$ cat src/hw/rtl/assert_macros.svh
// assertion macros shared by the rtl files
// every macro samples on i_clk and is masked while i_rst_n is low
`ifndef ASSERT_MACROS_SVH
`define ASSERT_MACROS_SVH

// plain clocked property check
`define ASSERT_CLK(label, prop, msg) \
    label: assert property (@(posedge i_clk) disable iff (!i_rst_n) (prop)) else $error(msg);

// implication check, antecedent and consequent in the same cycle
`define ASSERT_IMPL(label, ante, cons, msg) \
    `ASSERT_CLK(label, (ante) |-> (cons), msg)

`endif

$ cat src/hw/rtl/hrlp_pkg.sv
// types, codes and character constants for the request line parser
// no dependencies; used by hrlp_core and http_request_line_parser_top
package hrlp_pkg;

    localparam int unsigned VERSION_TEXT_LENGTH = 8;
    localparam logic [15:0] LINE_CAPACITY_RESET = 16'd8192;

    localparam logic [3:0] VLEN_SAT   = 4'd9;
    localparam logic [3:0] VLEN_FULL  = 4'(VERSION_TEXT_LENGTH);
    localparam logic [3:0] VPOS_FIVE  = 4'd5;
    localparam logic [3:0] VPOS_SEVEN = 4'd7;

    localparam logic [7:0] CH_UPPER_A = 8'h41;
    localparam logic [7:0] CH_UPPER_Z = 8'h5a;
    localparam logic [7:0] CH_DASH    = 8'h2d;
    localparam logic [7:0] CH_SPACE   = 8'h20;
    localparam logic [7:0] CH_QUEST   = 8'h3f;
    localparam logic [7:0] CH_HASH    = 8'h23;
    localparam logic [7:0] CH_CR      = 8'h0d;
    localparam logic [7:0] CH_LF      = 8'h0a;
    localparam logic [7:0] CH_ONE     = 8'h31;
    localparam logic [7:0] CH_ZERO    = 8'h30;

    typedef enum logic [3:0] {
        PH_METHOD      = 4'd0,
        PH_PATH        = 4'd1,
        PH_QUERY       = 4'd2,
        PH_FRAGMENT    = 4'd3,
        PH_VERSION     = 4'd4,
        PH_WAIT_LF     = 4'd5,
        PH_DONE        = 4'd6,
        PH_ERR_METHOD  = 4'd7,
        PH_ERR_VERSION = 4'd8,
        PH_ERR_LF      = 4'd9,
        PH_ERR_LONG    = 4'd10
    } t_phase;

    typedef enum logic [2:0] {
        ST_RUN         = 3'd0,
        ST_DONE        = 3'd1,
        ST_BAD_METHOD  = 3'd2,
        ST_BAD_VERSION = 3'd3,
        ST_BAD_LF      = 3'd4,
        ST_TOO_LONG    = 3'd5,
        ST_IDLE        = 3'd6
    } t_status;

    typedef enum logic [2:0] {
        PART_METHOD   = 3'd0,
        PART_PATH     = 3'd1,
        PART_QUERY    = 3'd2,
        PART_FRAGMENT = 3'd3,
        PART_VERSION  = 3'd4,
        PART_LINE_END = 3'd5
    } t_part;

    typedef struct packed {
        logic [7:0] data_byte;
        logic       start_of_request;
    } t_in_word;

    typedef struct packed {
        logic [7:0] byte_echo;
        logic [2:0] part;
        logic       part_end;
        logic [2:0] status;
        logic       version_1_1;
        logic       query_present;
        logic       fragment_present;
    } t_out_word;

endpackage

$ cat src/hw/rtl/http_request_line_parser_top.sv
// http request line parser: one input word per cycle when not stalled, one result word per input word
// a result is registered into the main register, or into the skid while the main word waits
// throughput: one word per cycle while o_in_stall is low, set by the single-step parser core
// and a two-entry output buffer (main register plus skid) that accepts one more word while a result waits
// reset: synchronous active low, clears buffer valids and parser state, capacity = 8192
// depends on hrlp_pkg, hrlp_core and assert_macros.svh
`include "assert_macros.svh"

module http_request_line_parser_top (
    input  logic                i_clk,
    input  logic                i_rst_n,
    input  logic                i_cfg_we,
    input  logic [15:0]         i_cfg_wdata,
    input  logic                i_in_valid,
    output logic                o_in_stall,
    input  hrlp_pkg::t_in_word  i_in_data,
    output logic                o_out_valid,
    input  logic                i_out_stall,
    output hrlp_pkg::t_out_word o_out_data
);

    logic [15:0]         r_line_capacity;
    logic                in_accept;
    logic                out_take;
    hrlp_pkg::t_out_word result;
    hrlp_pkg::t_out_word r_main;
    hrlp_pkg::t_out_word r_skid;
    logic                r_main_valid;
    logic                r_skid_valid;

    assign o_in_stall  = r_skid_valid;
    assign in_accept   = i_in_valid && !r_skid_valid;
    assign out_take    = r_main_valid && !i_out_stall;
    assign o_out_valid = r_main_valid;
    assign o_out_data  = r_main;

    always_ff @(posedge i_clk) begin
        if (!i_rst_n) begin
            r_line_capacity <= hrlp_pkg::LINE_CAPACITY_RESET;
        end else if (i_cfg_we) begin
            r_line_capacity <= i_cfg_wdata;
        end
    end

    hrlp_core u_core (
        .i_clk           (i_clk),
        .i_rst_n         (i_rst_n),
        .i_accept        (in_accept),
        .i_word          (i_in_data),
        .i_line_capacity (r_line_capacity),
        .o_result        (result)
    );

    // output buffer control
    always_ff @(posedge i_clk) begin
        if (!i_rst_n) begin
            r_main_valid <= 1'b0;
            r_skid_valid <= 1'b0;
        end else if (out_take) begin
            if (r_skid_valid) begin
                r_skid_valid <= 1'b0;
            end else begin
                r_main_valid <= in_accept;
            end
        end else if (in_accept) begin
            if (r_main_valid) begin
                r_skid_valid <= 1'b1;
            end else begin
                r_main_valid <= 1'b1;
            end
        end
    end

    // output buffer payload
    always_ff @(posedge i_clk) begin
        if (out_take) begin
            if (r_skid_valid) begin
                r_main <= r_skid;
            end else begin
                r_main <= result;
            end
        end else if (in_accept) begin
            if (r_main_valid) begin
                r_skid <= result;
            end else begin
                r_main <= result;
            end
        end
    end

    `ASSERT_IMPL(a_skid_needs_main, r_skid_valid, r_main_valid, "skid word without main word")
    `ASSERT_IMPL(a_skid_fill_stalled, $rose(r_skid_valid), $past(i_out_stall), "skid filled without stall")
    `ASSERT_IMPL(a_no_idle_status, r_main_valid, r_main.status != hrlp_pkg::ST_IDLE, "idle status produced")
    `ASSERT_IMPL(a_part_end_tagged, r_main_valid && r_main.part_end, r_main.part != hrlp_pkg::PART_LINE_END, "separator on line end")

endmodule

$ cat src/hw/rtl/hrlp_core.sv
// per-byte parser state machine: phase, budget and version tracking
// depends on hrlp_pkg; result word is combinational from the current state and input
module hrlp_core (
    input  logic                i_clk,
    input  logic                i_rst_n,
    input  logic                i_accept,
    input  hrlp_pkg::t_in_word  i_word,
    input  logic [15:0]         i_line_capacity,
    output hrlp_pkg::t_out_word o_result
);

    hrlp_pkg::t_phase r_phase, n_phase, e_phase;
    logic [15:0] r_cap, n_cap, e_cap;
    logic [3:0]  r_vlen, n_vlen, e_vlen;
    logic [7:0]  r_c5, n_c5, e_c5;
    logic [7:0]  r_c7, n_c7, e_c7;
    logic        r_v11, n_v11, e_v11;
    logic        r_q, n_q, e_q;
    logic        r_f, n_f, e_f;
    logic        spends;
    logic        bad;
    logic [7:0]  c;
    hrlp_pkg::t_part   part;
    logic              pend;
    hrlp_pkg::t_status status;

    assign c = i_word.data_byte;

    // start flag restarts the line before this byte
    always_comb begin
        if (i_word.start_of_request) begin
            e_phase = hrlp_pkg::PH_METHOD;
            e_cap   = i_line_capacity;
            e_vlen  = 4'd0;
            e_c5    = 8'd0;
            e_c7    = 8'd0;
            e_v11   = 1'b0;
            e_q     = 1'b0;
            e_f     = 1'b0;
        end else begin
            e_phase = r_phase;
            e_cap   = r_cap;
            e_vlen  = r_vlen;
            e_c5    = r_c5;
            e_c7    = r_c7;
            e_v11   = r_v11;
            e_q     = r_q;
            e_f     = r_f;
        end
    end

    // next state
    always_comb begin
        n_phase = e_phase;
        n_cap   = e_cap;
        n_vlen  = e_vlen;
        n_c5    = e_c5;
        n_c7    = e_c7;
        n_v11   = e_v11;
        n_q     = e_q;
        n_f     = e_f;
        spends  = 1'b0;
        bad     = 1'b0;
        unique case (e_phase)
            hrlp_pkg::PH_METHOD: begin
                if ((c >= hrlp_pkg::CH_UPPER_A && c <= hrlp_pkg::CH_UPPER_Z)
                        || c == hrlp_pkg::CH_DASH) begin
                    spends = 1'b1;
                end else if (c == hrlp_pkg::CH_SPACE) begin
                    spends  = 1'b1;
                    n_phase = hrlp_pkg::PH_PATH;
                end else begin
                    bad     = 1'b1;
                    n_phase = hrlp_pkg::PH_ERR_METHOD;
                end
            end
            hrlp_pkg::PH_PATH: begin
                spends = 1'b1;
                if (c == hrlp_pkg::CH_QUEST) begin
                    n_q     = 1'b1;
                    n_phase = hrlp_pkg::PH_QUERY;
                end else if (c == hrlp_pkg::CH_HASH) begin
                    n_f     = 1'b1;
                    n_phase = hrlp_pkg::PH_FRAGMENT;
                end else if (c == hrlp_pkg::CH_SPACE) begin
                    n_phase = hrlp_pkg::PH_VERSION;
                end
            end
            hrlp_pkg::PH_QUERY: begin
                spends = 1'b1;
                if (c == hrlp_pkg::CH_HASH) begin
                    n_f     = 1'b1;
                    n_phase = hrlp_pkg::PH_FRAGMENT;
                end else if (c == hrlp_pkg::CH_SPACE) begin
                    n_phase = hrlp_pkg::PH_VERSION;
                end
            end
            hrlp_pkg::PH_FRAGMENT: begin
                spends = 1'b1;
                if (c == hrlp_pkg::CH_SPACE) begin
                    n_phase = hrlp_pkg::PH_VERSION;
                end
            end
            hrlp_pkg::PH_VERSION: begin
                if (c == hrlp_pkg::CH_CR) begin
                    if (e_vlen == hrlp_pkg::VLEN_FULL && e_c5 == hrlp_pkg::CH_ONE
                            && (e_c7 == hrlp_pkg::CH_ONE || e_c7 == hrlp_pkg::CH_ZERO)) begin
                        n_v11   = (e_c7 == hrlp_pkg::CH_ONE);
                        n_phase = hrlp_pkg::PH_WAIT_LF;
                    end else begin
                        n_phase = hrlp_pkg::PH_ERR_VERSION;
                    end
                end else begin
                    spends = 1'b1;
                    if (e_vlen == hrlp_pkg::VPOS_FIVE) begin
                        n_c5 = c;
                    end
                    if (e_vlen == hrlp_pkg::VPOS_SEVEN) begin
                        n_c7 = c;
                    end
                    if (e_vlen < hrlp_pkg::VLEN_SAT) begin
                        n_vlen = e_vlen + 4'd1;
                    end
                end
            end
            hrlp_pkg::PH_WAIT_LF: begin
                n_phase = (c == hrlp_pkg::CH_LF) ? hrlp_pkg::PH_DONE : hrlp_pkg::PH_ERR_LF;
            end
            default: begin
            end
        endcase
        // budget spent by stored bytes; last unit trips too long
        if (spends && !bad) begin
            if (e_cap <= 16'd1) begin
                n_cap   = 16'd0;
                n_phase = hrlp_pkg::PH_ERR_LONG;
            end else begin
                n_cap = e_cap - 16'd1;
            end
        end
    end

    // result tags
    always_comb begin
        part = hrlp_pkg::PART_LINE_END;
        pend = 1'b0;
        unique case (e_phase)
            hrlp_pkg::PH_METHOD: begin
                part = hrlp_pkg::PART_METHOD;
                pend = (c == hrlp_pkg::CH_SPACE);
            end
            hrlp_pkg::PH_PATH: begin
                part = hrlp_pkg::PART_PATH;
                pend = (c == hrlp_pkg::CH_QUEST) || (c == hrlp_pkg::CH_HASH)
                    || (c == hrlp_pkg::CH_SPACE);
            end
            hrlp_pkg::PH_QUERY: begin
                part = hrlp_pkg::PART_QUERY;
                pend = (c == hrlp_pkg::CH_HASH) || (c == hrlp_pkg::CH_SPACE);
            end
            hrlp_pkg::PH_FRAGMENT: begin
                part = hrlp_pkg::PART_FRAGMENT;
                pend = (c == hrlp_pkg::CH_SPACE);
            end
            hrlp_pkg::PH_VERSION: begin
                part = hrlp_pkg::PART_VERSION;
                pend = (c == hrlp_pkg::CH_CR);
            end
            default: begin
            end
        endcase
        unique case (n_phase)
            hrlp_pkg::PH_DONE:        status = hrlp_pkg::ST_DONE;
            hrlp_pkg::PH_ERR_METHOD:  status = hrlp_pkg::ST_BAD_METHOD;
            hrlp_pkg::PH_ERR_VERSION: status = hrlp_pkg::ST_BAD_VERSION;
            hrlp_pkg::PH_ERR_LF:      status = hrlp_pkg::ST_BAD_LF;
            hrlp_pkg::PH_ERR_LONG:    status = hrlp_pkg::ST_TOO_LONG;
            default:                  status = hrlp_pkg::ST_RUN;
        endcase
    end

    assign o_result.byte_echo        = c;
    assign o_result.part             = part;
    assign o_result.part_end         = pend;
    assign o_result.status           = status;
    assign o_result.version_1_1      = n_v11;
    assign o_result.query_present    = n_q;
    assign o_result.fragment_present = n_f;

    always_ff @(posedge i_clk) begin
        if (!i_rst_n) begin
            r_phase <= hrlp_pkg::PH_METHOD;
            r_cap   <= hrlp_pkg::LINE_CAPACITY_RESET;
            r_vlen  <= 4'd0;
            r_c5    <= 8'd0;
            r_c7    <= 8'd0;
            r_v11   <= 1'b0;
            r_q     <= 1'b0;
            r_f     <= 1'b0;
        end else if (i_accept) begin
            r_phase <= n_phase;
            r_cap   <= n_cap;
            r_vlen  <= n_vlen;
            r_c5    <= n_c5;
            r_c7    <= n_c7;
            r_v11   <= n_v11;
            r_q     <= n_q;
            r_f     <= n_f;
        end
    end

endmodule
$ cat config.mk
export PLATFORM = sky130hd
export DESIGN_NAME = http_request_line_parser_top
export DESIGN_NICKNAME = d
export VERILOG_FILES = /design/src/hw/rtl/hrlp_pkg.sv /design/src/hw/rtl/http_request_line_parser_top.sv /design/src/hw/rtl/hrlp_core.sv
export VERILOG_INCLUDE_DIRS = /design/src /design/src/hw/rtl
export SDC_FILE = /design/constraint.sdc
export NUM_CORES = 1
export LEC_CHECK = 0
export BUFFER_PORTS_ARGS = -buffer_cell sky130_fd_sc_hd__buf_2
export CAP_MARGIN = 20
export CORE_MARGIN = 10
export CORE_UTILIZATION = 59
export DETAILED_ROUTE_END_ITERATION = 6
export HOLD_SLACK_MARGIN = 0.02
export PLACE_DENSITY = 0.8
export SLEW_MARGIN = 10
export SYNTH_ARGS = -nofsm -noshare
export SYNTH_HDL_FRONTEND = slang
export SYNTH_SLANG_ARGS = --single-unit
$ cat constraint.sdc
create_clock -name i_clk -period 3.2 [get_ports i_clk]
set_input_delay 0.32 -clock i_clk [delete_from_list [all_inputs] [get_ports i_clk]]
set_output_delay 0.32 -clock i_clk [all_outputs]
set_load 0.05 [all_outputs]
Word-level counts from Yosys, hierarchy flattened
Cells that the tools add are included.

operators by class
  $add $sub $neg = 2
  $lt $le $gt $ge = 4
  eq/ne operators = 24
  multiplexer cells = 55
  bitwise gates (word level) = 2
  reduce and logical (&&, ||, !) cells = 23

operators with widths
  operator                 number
  $mux W18                 4
  $mux W8                  8
  $eq A8 B6 Y1 const B     7
  $mux W4                  14
  $mux W16                 3
  $pmux W3 S5              2
  $eq A4 B3 Y1 const B     6
  $pmux W4 S6              1
  $mux W1                  19
  $eq A4 B4 Y1 const B     4
  $eq A8 B4 Y1 const B     2
  $le A16 B1 Y1 const B    1
  $sub A16 B1 Y16 const B  1
  $eq A4 B2 Y1 const B     2
  $ge A8 B7 Y1 const B     1
  $le A8 B7 Y1 const B     1
  $logic_and A1 B1 Y1      6
  $reduce_and A2 Y1        3
  $logic_or A1 B1 Y1       5
  $add A4 B1 Y4 const B    1
  $eq A4 B1 Y1 const B     1
  $logic_not A4 Y1         1
  $lt A4 B4 Y1 const B     1
  $ne A2 B2 Y1 const B     2
  other kinds (10)         14

word-level totals
  flip-flop bits (word level) = 97
  bits of input ports = 30
  output and inout bits = 20
  word-level logic and storage cells = 135

Logic depth before layout (Yosys ltp)
Gate-level depths: netlist (run 1).

  depth in word-level cells = 14
  mapped depth = 13
  depth with buffers taken out = 10

Modules after synthesis
From an unflattened synthesis (run 1), not the netlist that was laid out.

unflattened totals
  cell total of the unflattened synthesis = 520
  area, all modules = 5,325.1 um^2

by module, submodules not included
  module                        times used  cells an instance  area each (um^2)  sequential area each (um^2)
  hrlp_core                     1           401                3,321.9           860.8
  http_request_line_parser_top  1           119                2,003.2           1,441.4

Worst setup path after synthesis (run 1)
Ideal clock, no wire load.

  kind = register -> register
  start = reg r_skid_valid (netlist: o_in_stall)
  end = reg r_main (netlist bit o_out_data[0]) (enable)
  setup time = 418 ps
  data arrival time = 2,443 ps
  required time = 2,782 ps
  setup slack = 339 ps
  cell stages (with the launch flop) = 6
  buffers on the path = 2
  clock period less this slack = 2,861 ps
  cell sequence = dfxtp_1 > inv_1 > nand2_1 > clkbuf_1 > clkbuf_1 > o21ai_0

between the ends
  longest elaborated chain between the ends = 4

RTL lines
  element                              RTL line                            RTL
  start, declared                      http_request_line_parser_top.sv:29  logic r_skid_valid;
  start signal, assigned               http_request_line_parser_top.sv:58  r_skid_valid <= 1'b0;
  start signal, assigned               http_request_line_parser_top.sv:61  r_skid_valid <= 1'b0;
  start signal, assigned               http_request_line_parser_top.sv:67  r_skid_valid <= 1'b1;
  $logic_not A1 Y1                     http_request_line_parser_top.sv:32  assign in_accept = i_in_valid && !r_skid_valid;
  $logic_and A1 B1 Y1                  http_request_line_parser_top.sv:32
  $reduce_bool A2 Y1 (no source line)  -
  $reduce_and A2 Y1 (no source line)   -
  end signal, assigned                 http_request_line_parser_top.sv:78  r_main <= r_skid;
  end signal, assigned                 http_request_line_parser_top.sv:80  r_main <= result;
  end signal, assigned                 http_request_line_parser_top.sv:86  r_main <= result;
  end, declared                        http_request_line_parser_top.sv:26  hrlp_pkg::t_out_word r_main;

No other way between the ends.
A chain may end at the register's enable or synchronous reset.

Final worst setup path (run 1)
  start = reg u_core.r_c7[7]
  end = reg r_main (netlist bit o_out_data[5]) (data pin)

between the ends
  longest elaborated chain between the ends = 14
  elaborated cells between the ends (all ways) = 20
  those cells by class = eq/ne: 7; mux: 11; reduce/logical: 2

RTL lines
  element                                       RTL line                            RTL
  start, declared                               hrlp_core.sv:16                     logic [7:0] r_c7, n_c7, e_c7;
  start signal, assigned                        hrlp_core.sv:205                    r_c7 <= n_c7;
  $mux W8 *                                     hrlp_core.sv:31                     if (i_word.start_of_request) begin
  $eq A8 B6 Y1                                  hrlp_core.sv:107                    && (e_c7 == hrlp_pkg::CH_ONE || e_c7 == hrlp_pkg::CH_ZERO)) begin
  $logic_or A1 B1 Y1 *                          hrlp_core.sv:107
  $logic_and A1 B1 Y1 *                         hrlp_core.sv:107
  $mux W4 *                                     hrlp_core.sv:106                    if (e_vlen == hrlp_pkg::VLEN_FULL && e_c5 == hrlp_pkg::CH_ONE
  $mux W4 *                                     hrlp_core.sv:105                    if (c == hrlp_pkg::CH_CR) begin
  $pmux W4 S6 *                                 hrlp_core.sv:64                     unique case (e_phase)
  $mux W4                                       hrlp_core.sv:134                    if (e_cap <= 16'd1) begin
  $mux W4 *                                     hrlp_core.sv:133                    if (spends && !bad) begin
  $eq A4 B4 Y1 or $eq A4 B3 Y1 (tied branches)  hrlp_core.sv:172                    unique case (n_phase)
  $pmux W3 S5 *                                 hrlp_core.sv:172
  $mux W18                                      http_request_line_parser_top.sv:83  if (r_main_valid) begin
  $mux W18                                      http_request_line_parser_top.sv:82  end else if (in_accept) begin
  $mux W18 *                                    http_request_line_parser_top.sv:76  if (out_take) begin

Mark *: on every way between the ends. The rest lies on a longest branch, timed or not. The select of a mux whose other input is x is not followed.

==> results of run 1 <==
-- cells in the mapped netlist, drive strengths merged (2+ instances only) --
master | number | area share
nand2 | 80 | 0.059
dfxtp | 61 | 0.24
nor2b | 38 | 0.047
edfxtp | 36 | 0.21
nor2 | 36 | 0.027
o21ai | 31 | 0.032
mux2i | 26 | 0.051
clkbuf | 22 | 0.016
a22oi | 21 | 0.031
a21oi | 20 | 0.020
nor3 | 17 | 0.017
nand3 | 16 | 0.018
buf | 11 | 0.013
inv | 11 | 0.0081
a21boi | 9 | 0.013
xnor2 | 9 | 0.015
nand2b | 8 | 0.0098
nor4 | 8 | 0.012
and2 | 7 | 0.0086
ha | 6 | 0.015
nor3b | 6 | 0.0098
xor2 | 6 | 0.010
o2bb2ai | 5 | 0.0086
nand3b | 4 | 0.0059
nand4 | 4 | 0.0049
o211ai | 4 | 0.0079
or4 | 4 | 0.0066
a211oi | 3 | 0.0044
a21o | 3 | 0.0044
and3 | 3 | 0.0037
o22ai | 3 | 0.0064
or3 | 3 | 0.0037
mux2 | 2 | 0.0044
nand4b | 2 | 0.0034
nor4b | 2 | 0.0034
nor4bb | 2 | 0.0039
o21a | 2 | 0.0029
o221a | 2 | 0.0044
o31ai | 2 | 0.0029
or4b | 2 | 0.0039
-- power groups by stage --
stage	Combinational [mW]	Sequential, mW	Clock, mW
global route	0.576	1.40	0.899
floorplan	0.321	1.48	0
detailed placement	0.525	1.42	0
CTS	0.527	1.39	0.839
finish	0.529	1.39	0.829
global placement	0.510	1.42	0
-- worst min-delay path by stage --
stage | startpoint | end | cells past startpoint
4_1_cts | i_cfg_wdata[13] | r_line_capacity[13] | 3
3_3_place_gp | u_core.r_cap[14] | u_core.r_cap[14] | 1
6_report | i_cfg_wdata[13] | r_line_capacity[13] | 3
3_5_place_dp | u_core.r_cap[14] | u_core.r_cap[14] | 1
5_1_grt | i_cfg_wdata[13] | r_line_capacity[13] | 3
2_1_floorplan | i_in_data[1] | r_skid[10] | 0
-- logic make-up after synthesis --
family,synth area share
DFF,0.4521
xor gates and xnor gates,0.02580
and+or+nand+nor,0.2518
buffers and inverters,0.03759
muxes,0.05553
AOI/OAI and AO/OA,0.1624
adders and majority gates,0.01474
-- worst max-delay path, cell delays in order (launching register included) --
cell	delay [ns]
dfxtp_1	0.33
or4_1	0.53
nor4_1	0.37
nand4_1	0.26
nor4_1	0.23
buf_4	0.17
nor3_1	0.09
nand2_1	0.19
xnor2_1	0.11
o31ai_1	0.28
-- sequential cells by signal (all words and copies together), names as in the netlist --
name,count
u_core.r_phase,4
u_core.r_c5,8
o_out_valid,1
u_core.r_q,1
r_skid,18
o_in_stall,1
u_core.r_vlen,4
u_core.r_v11,1
r_line_capacity,16
u_core.r_f,1
u_core.r_c7,8
o_out_data,18
u_core.r_cap,16
-- layout make-up --
cell class	count	area, um2
Sequential cell	97	2302
Inverter	11	41.29
Tap cell	105	131.4
Clock buffer	9	123.9
Fill cell	659	2690
Multi-Input combinational cell	412	2599
Clock inverter	7	76.32
Timing Repair Buffer	61	335.3
-- per-layer routing --
| layer | GRT usage | share of wire | vias to the layer above |
|---|---|---|---|
| met5 | 0 | 0 | - |
| met2 | 0.3057 | 0.48 | 147 |
| met1 | 0.2332 | 0.44 | 2034 |
| met3 | 0.03856 | 0.064 | 21 |
| met4 | 0.07360 | 0.019 | 0 |
| li1 | - | - | 2065 |
-- through the flow --
stage,utilization,instance area [um2],cells
finish,0.6759,5609,702
global route,0.6759,5609,702
CTS,0.6759,5609,702
detailed placement,0.6517,5409,686
global placement,0.6517,5409,686
floorplan,-,5092,553
==> impl_metrics.yaml, run 1 <==
clocking:
  post_cts.repair.setup_buffers: 0
  cts-root-buf: "clkbuf_8"
  htree_num_levels: 3
  cts_made_buffers: 9
  insertion_delay_ns: 0.37
  clk_path_buf_depth: 2
  cts_tree: "built"
  cts.hold.buffers_added: 0
  clock_sinks: 97
  clk_pin_slew_ns: 0.11
  post_cts_resized: 0
setup_path:
  r2r_cells: 9
  critPathCaptureType: "flop"
  crit_start: "u_core.r_c7[7]"
  r2r_start: "u_core.r_c7[7]"
  r2r_end: "o_out_data[5]"
  path_class: "reg2reg"
  regToRegSetupSlack_ns: 0.45
  worstSetupEndpoint: "o_out_data[5]"
  path_max_fanout: 3
  arrival_ns: 2.93
  startpoint_type: "flop"
  required_ns: 3.38
grt:
  antenna_found_initial: 0
  grt_max_degree: 32
  gr-total-overflow: 0
  grt_pass1_vias: 4160
  grt.total_usage: 0.1859
  grt_pass1_wl_um: 20110
place:
  dp_slack_ns: 0.2478
  hpwl_um: 8709
  portBuffers: 49
  finalWeightedCongestion: 0.8570
floorplan:
  ios: 50
  die_h_um: 112.9
  start_util: 0.6136
  die_w_um: 112.9
  row_count: 33
  coreArea_um2: 8299
  die-area_um2: 12750
logic_synthesis:
  synth_edf_count: 36
  ys_ff_latch: 97
  async_reset_ff_frac: 0
  synthCells: 553
  syn-cell-area_um2: 5092
  ys.warnings.count: 0
  yosysUniqueCellTypes: 67
  synth_seq_area_share: 0.4521
  syn_nets: 589
  ys.flop_type: "dfxtp_1"
  avgSynthCellArea_um2: 9.209
sta:
  fin_setup_tns_ns: 0
  setup-violations-final: 0
  min_period_over_period: 0.8579
  finalClockSkew_ns: 0.01412
  worstMarginPinSlew_ns: 0.8414
  worst_slack_ns: 0.4548
  fin_crit_ns: 2.745
  hold_ws_ns: 0.1772
  slew_headroom: 0.4332
  max_freq_ghz: 0.3643
  finalHoldViolCount: 0
  rsz0062_at_grt: "no"
  drv_slew: 0
finish:
  fin_nets: 628
  final_common_cell: "nand2_1"
  antenna_cells: 0
  final_cell_mix: "nand2_1 (80), dfxtp_1 (61), buf_2 (49), nor2b_1 (38)"
  syn2layout_area_growth_pct: 10.15
  drive_gt1_frac: 0.1558
pwr:
  power_mw: 2.749
  ir_drop_uv: 276.9
  switching_share: 0.3092
  p_leak_nw: 2.252
  seq_power_share: 0.506
  p_clk_frac: 0.302
  powerDensity_nw_per_um2: 490.1
  comb_power_share: 0.193
  power_switching_mw: 0.8501
  power.internal_mw: 1.899
routing:
  viasPerCell: 6.078
  wire_per_inst_um: 17.36
  drt_iter0_markers: 326
  first_pass_iters: 5
  ant_nets: 0
  drc: 0
  vias: 4267
  routed_wl_um: 12190
outcome:
  status: "finished, final reports clean"
worst_hold_path:
  min_path_type: "in2reg"
run:
  maxCapViolations: 0
Note: power is estimated with default switching activity, not from simulation.
==> inputs of run 2 (changes only) <==
--- a/config.mk
+++ b/config.mk
@@ -8,11 +8,13 @@
 export LEC_CHECK = 0
 export BUFFER_PORTS_ARGS = -buffer_cell sky130_fd_sc_hd__buf_2
 export CAP_MARGIN = 20
+export CELL_PAD_IN_SITES_DETAIL_PLACEMENT = 1
+export CELL_PAD_IN_SITES_GLOBAL_PLACEMENT = 1
 export CORE_MARGIN = 10
-export CORE_UTILIZATION = 59
+export CORE_UTILIZATION = 46
 export DETAILED_ROUTE_END_ITERATION = 6
 export HOLD_SLACK_MARGIN = 0.02
-export PLACE_DENSITY = 0.8
+export PLACE_DENSITY_LB_ADDON = 0.1
 export SLEW_MARGIN = 10
 export SYNTH_ARGS = -nofsm -noshare
 export SYNTH_HDL_FRONTEND = slang
==> run 2 against run 1 <==
Hold slack got worse by 0.021 ns. Via count increased by 0.14%. First-iteration DRC count decreased by 24%. Maximum frequency decreased by 1.9%. Largest power group unchanged. Highest routed layer unchanged. Critical endpoint unchanged. Combinational power about the same. Sequential cell count unchanged. Worst setup slack got worse by 0.052 ns. Clock power increased by 3.6%.
==> impl_metrics.yaml, run 2 (same netlist as run 1, synthesis figures left out) <==
floorplan:
  die_h_um: 125.2
  coreArea_um2: 10840
  start_util: 0.4698
  die_w_um: 125.2
  ios: 50
  row_count: 38
  die-area_um2: 15680
routing:
  ant_nets: 0
  routed_wl_um: 13980
  first_pass_iters: 4
  wire_per_inst_um: 18.97
  viasPerCell: 5.798
  drt_iter0_markers: 248
  drc: 0
  vias: 4273
clocking:
  post_cts.repair.setup_buffers: 0
  clock_sinks: 97
  cts_tree: "built"
  htree_num_levels: 3
  clk_pin_slew_ns: 0.11
  post_cts_resized: 0
  clk_path_buf_depth: 2
  cts.hold.buffers_added: 0
  insertion_delay_ns: 0.38
  cts_made_buffers: 9
  cts-root-buf: "clkbuf_8"
sta:
  min_period_over_period: 0.8741
  drv_slew: 0
  fin_setup_tns_ns: 0
  slew_headroom: 0.4412
  worstMarginPinSlew_ns: 0.8382
  setup-violations-final: 0
  worst_slack_ns: 0.4027
  fin_crit_ns: 2.797
  max_freq_ghz: 0.3575
  rsz0062_at_grt: "no"
  finalClockSkew_ns: 0.01188
  finalHoldViolCount: 0
setup_path:
  critPathCaptureType: "flop"
  r2r_start: "u_core.r_c7[1]"
  r2r_cells: 8
  required_ns: 3.40
  startpoint_type: "flop"
  arrival_ns: 3.00
  crit_start: "u_core.r_c7[1]"
  path_max_fanout: 3
  path_class: "reg2reg"
grt:
  grt.total_usage: 0.1774
  grt_pass1_vias: 4564
  gr-total-overflow: 0
  grt_max_degree: 41
  antenna_found_initial: 0
  grt_pass1_wl_um: 23350
outcome:
  status: "finished, final reports clean"
place:
  postPlaceCellArea_um2: 5453
  dp_slack_ns: 0.2648
  portBuffers: 49
  finalWeightedCongestion: 0.8495
  hpwl_um: 10150
  placedCellCount: 721
pwr:
  p_leak_nw: 2.253
  ir_drop_uv: 221.9
  powerDensity_nw_per_um2: 491.6
finish:
  stdcell_area_um2: 5662
  layout.cells.non_filler: 737
  final_cell_mix: "nand2_1 (80), dfxtp_1 (61), buf_2 (49), nor2b_1 (38)"
  fin_nets: 628
  drive_gt1_frac: 0.1575
  antenna_cells: 0
  syn2layout_area_growth_pct: 11.18
  final_common_cell: "nand2_1"
  fillCellCount: 1288
worst_hold_path:
  min_path_type: "in2reg"
  worstHoldPathCells: 3
  hp-start: "i_cfg_wdata[13]"
run:
  maxCapViolations: 0
==> run 2: layout make-up <==
| class | instances | area [um2] | share of cell area |
|---|---|---|---|
| repair buffers | 61 | 335.3 | 0.05923 |
| clock buffers | 9 | 123.9 | 0.02188 |
| inverters | 11 | 41.29 | 0.007293 |
| multi-input cells | 412 | 2599 | 0.4590 |
| well taps | 140 | 175.2 | 0.03094 |
| flip-flops and latches | 97 | 2302 | 0.4066 |
| clock inverters | 7 | 85.08 | 0.01503 |
==> run 2: through the flow <==
step,power (mW),utilization,hold WS [ns]
after global placement,1.935,0.5030,0.4511
after CTS,2.805,0.5223,0.1503
final,2.783,0.5223,0.1564
after global routing,2.911,0.5223,0.1798
after floorplan,1.806,-,0.4189
after detailed placement,1.953,0.5030,0.4622
==> run 2: power breakdown <==
part | switching (mW) | internal [mW]
registers | 0.0492 | 1.35
clock network | 0.482 | 0.376
logic | 0.350 | 0.179
==> run 2: worst max-delay path, cell delays in order, from the launching register on <==
cell,delay (ns)
dfxtp_1,0.34
or4_1,0.51
nor4_1,0.33
nand4_1,0.26
nor4_1,0.42
nor3_1,0.20
nand2_1,0.19
xnor2_1,0.10
o31ai_1,0.26
==> run 2: path summary, 6_finish.rpt <==
check	slack, ns	to
max	0.40	o_out_data[5]
min	0.16	r_line_capacity[13]
max reg2reg	0.40	o_out_data[5]
min reg2reg	0.48	u_core.r_cap[14]
==> run 2: per-layer routing <==
metal,share of wire,GRT usage
met4,0.013,0.05962
met3,0.045,0.02831
met1,0.44,0.2125
met2,0.50,0.3150
met5,0,0
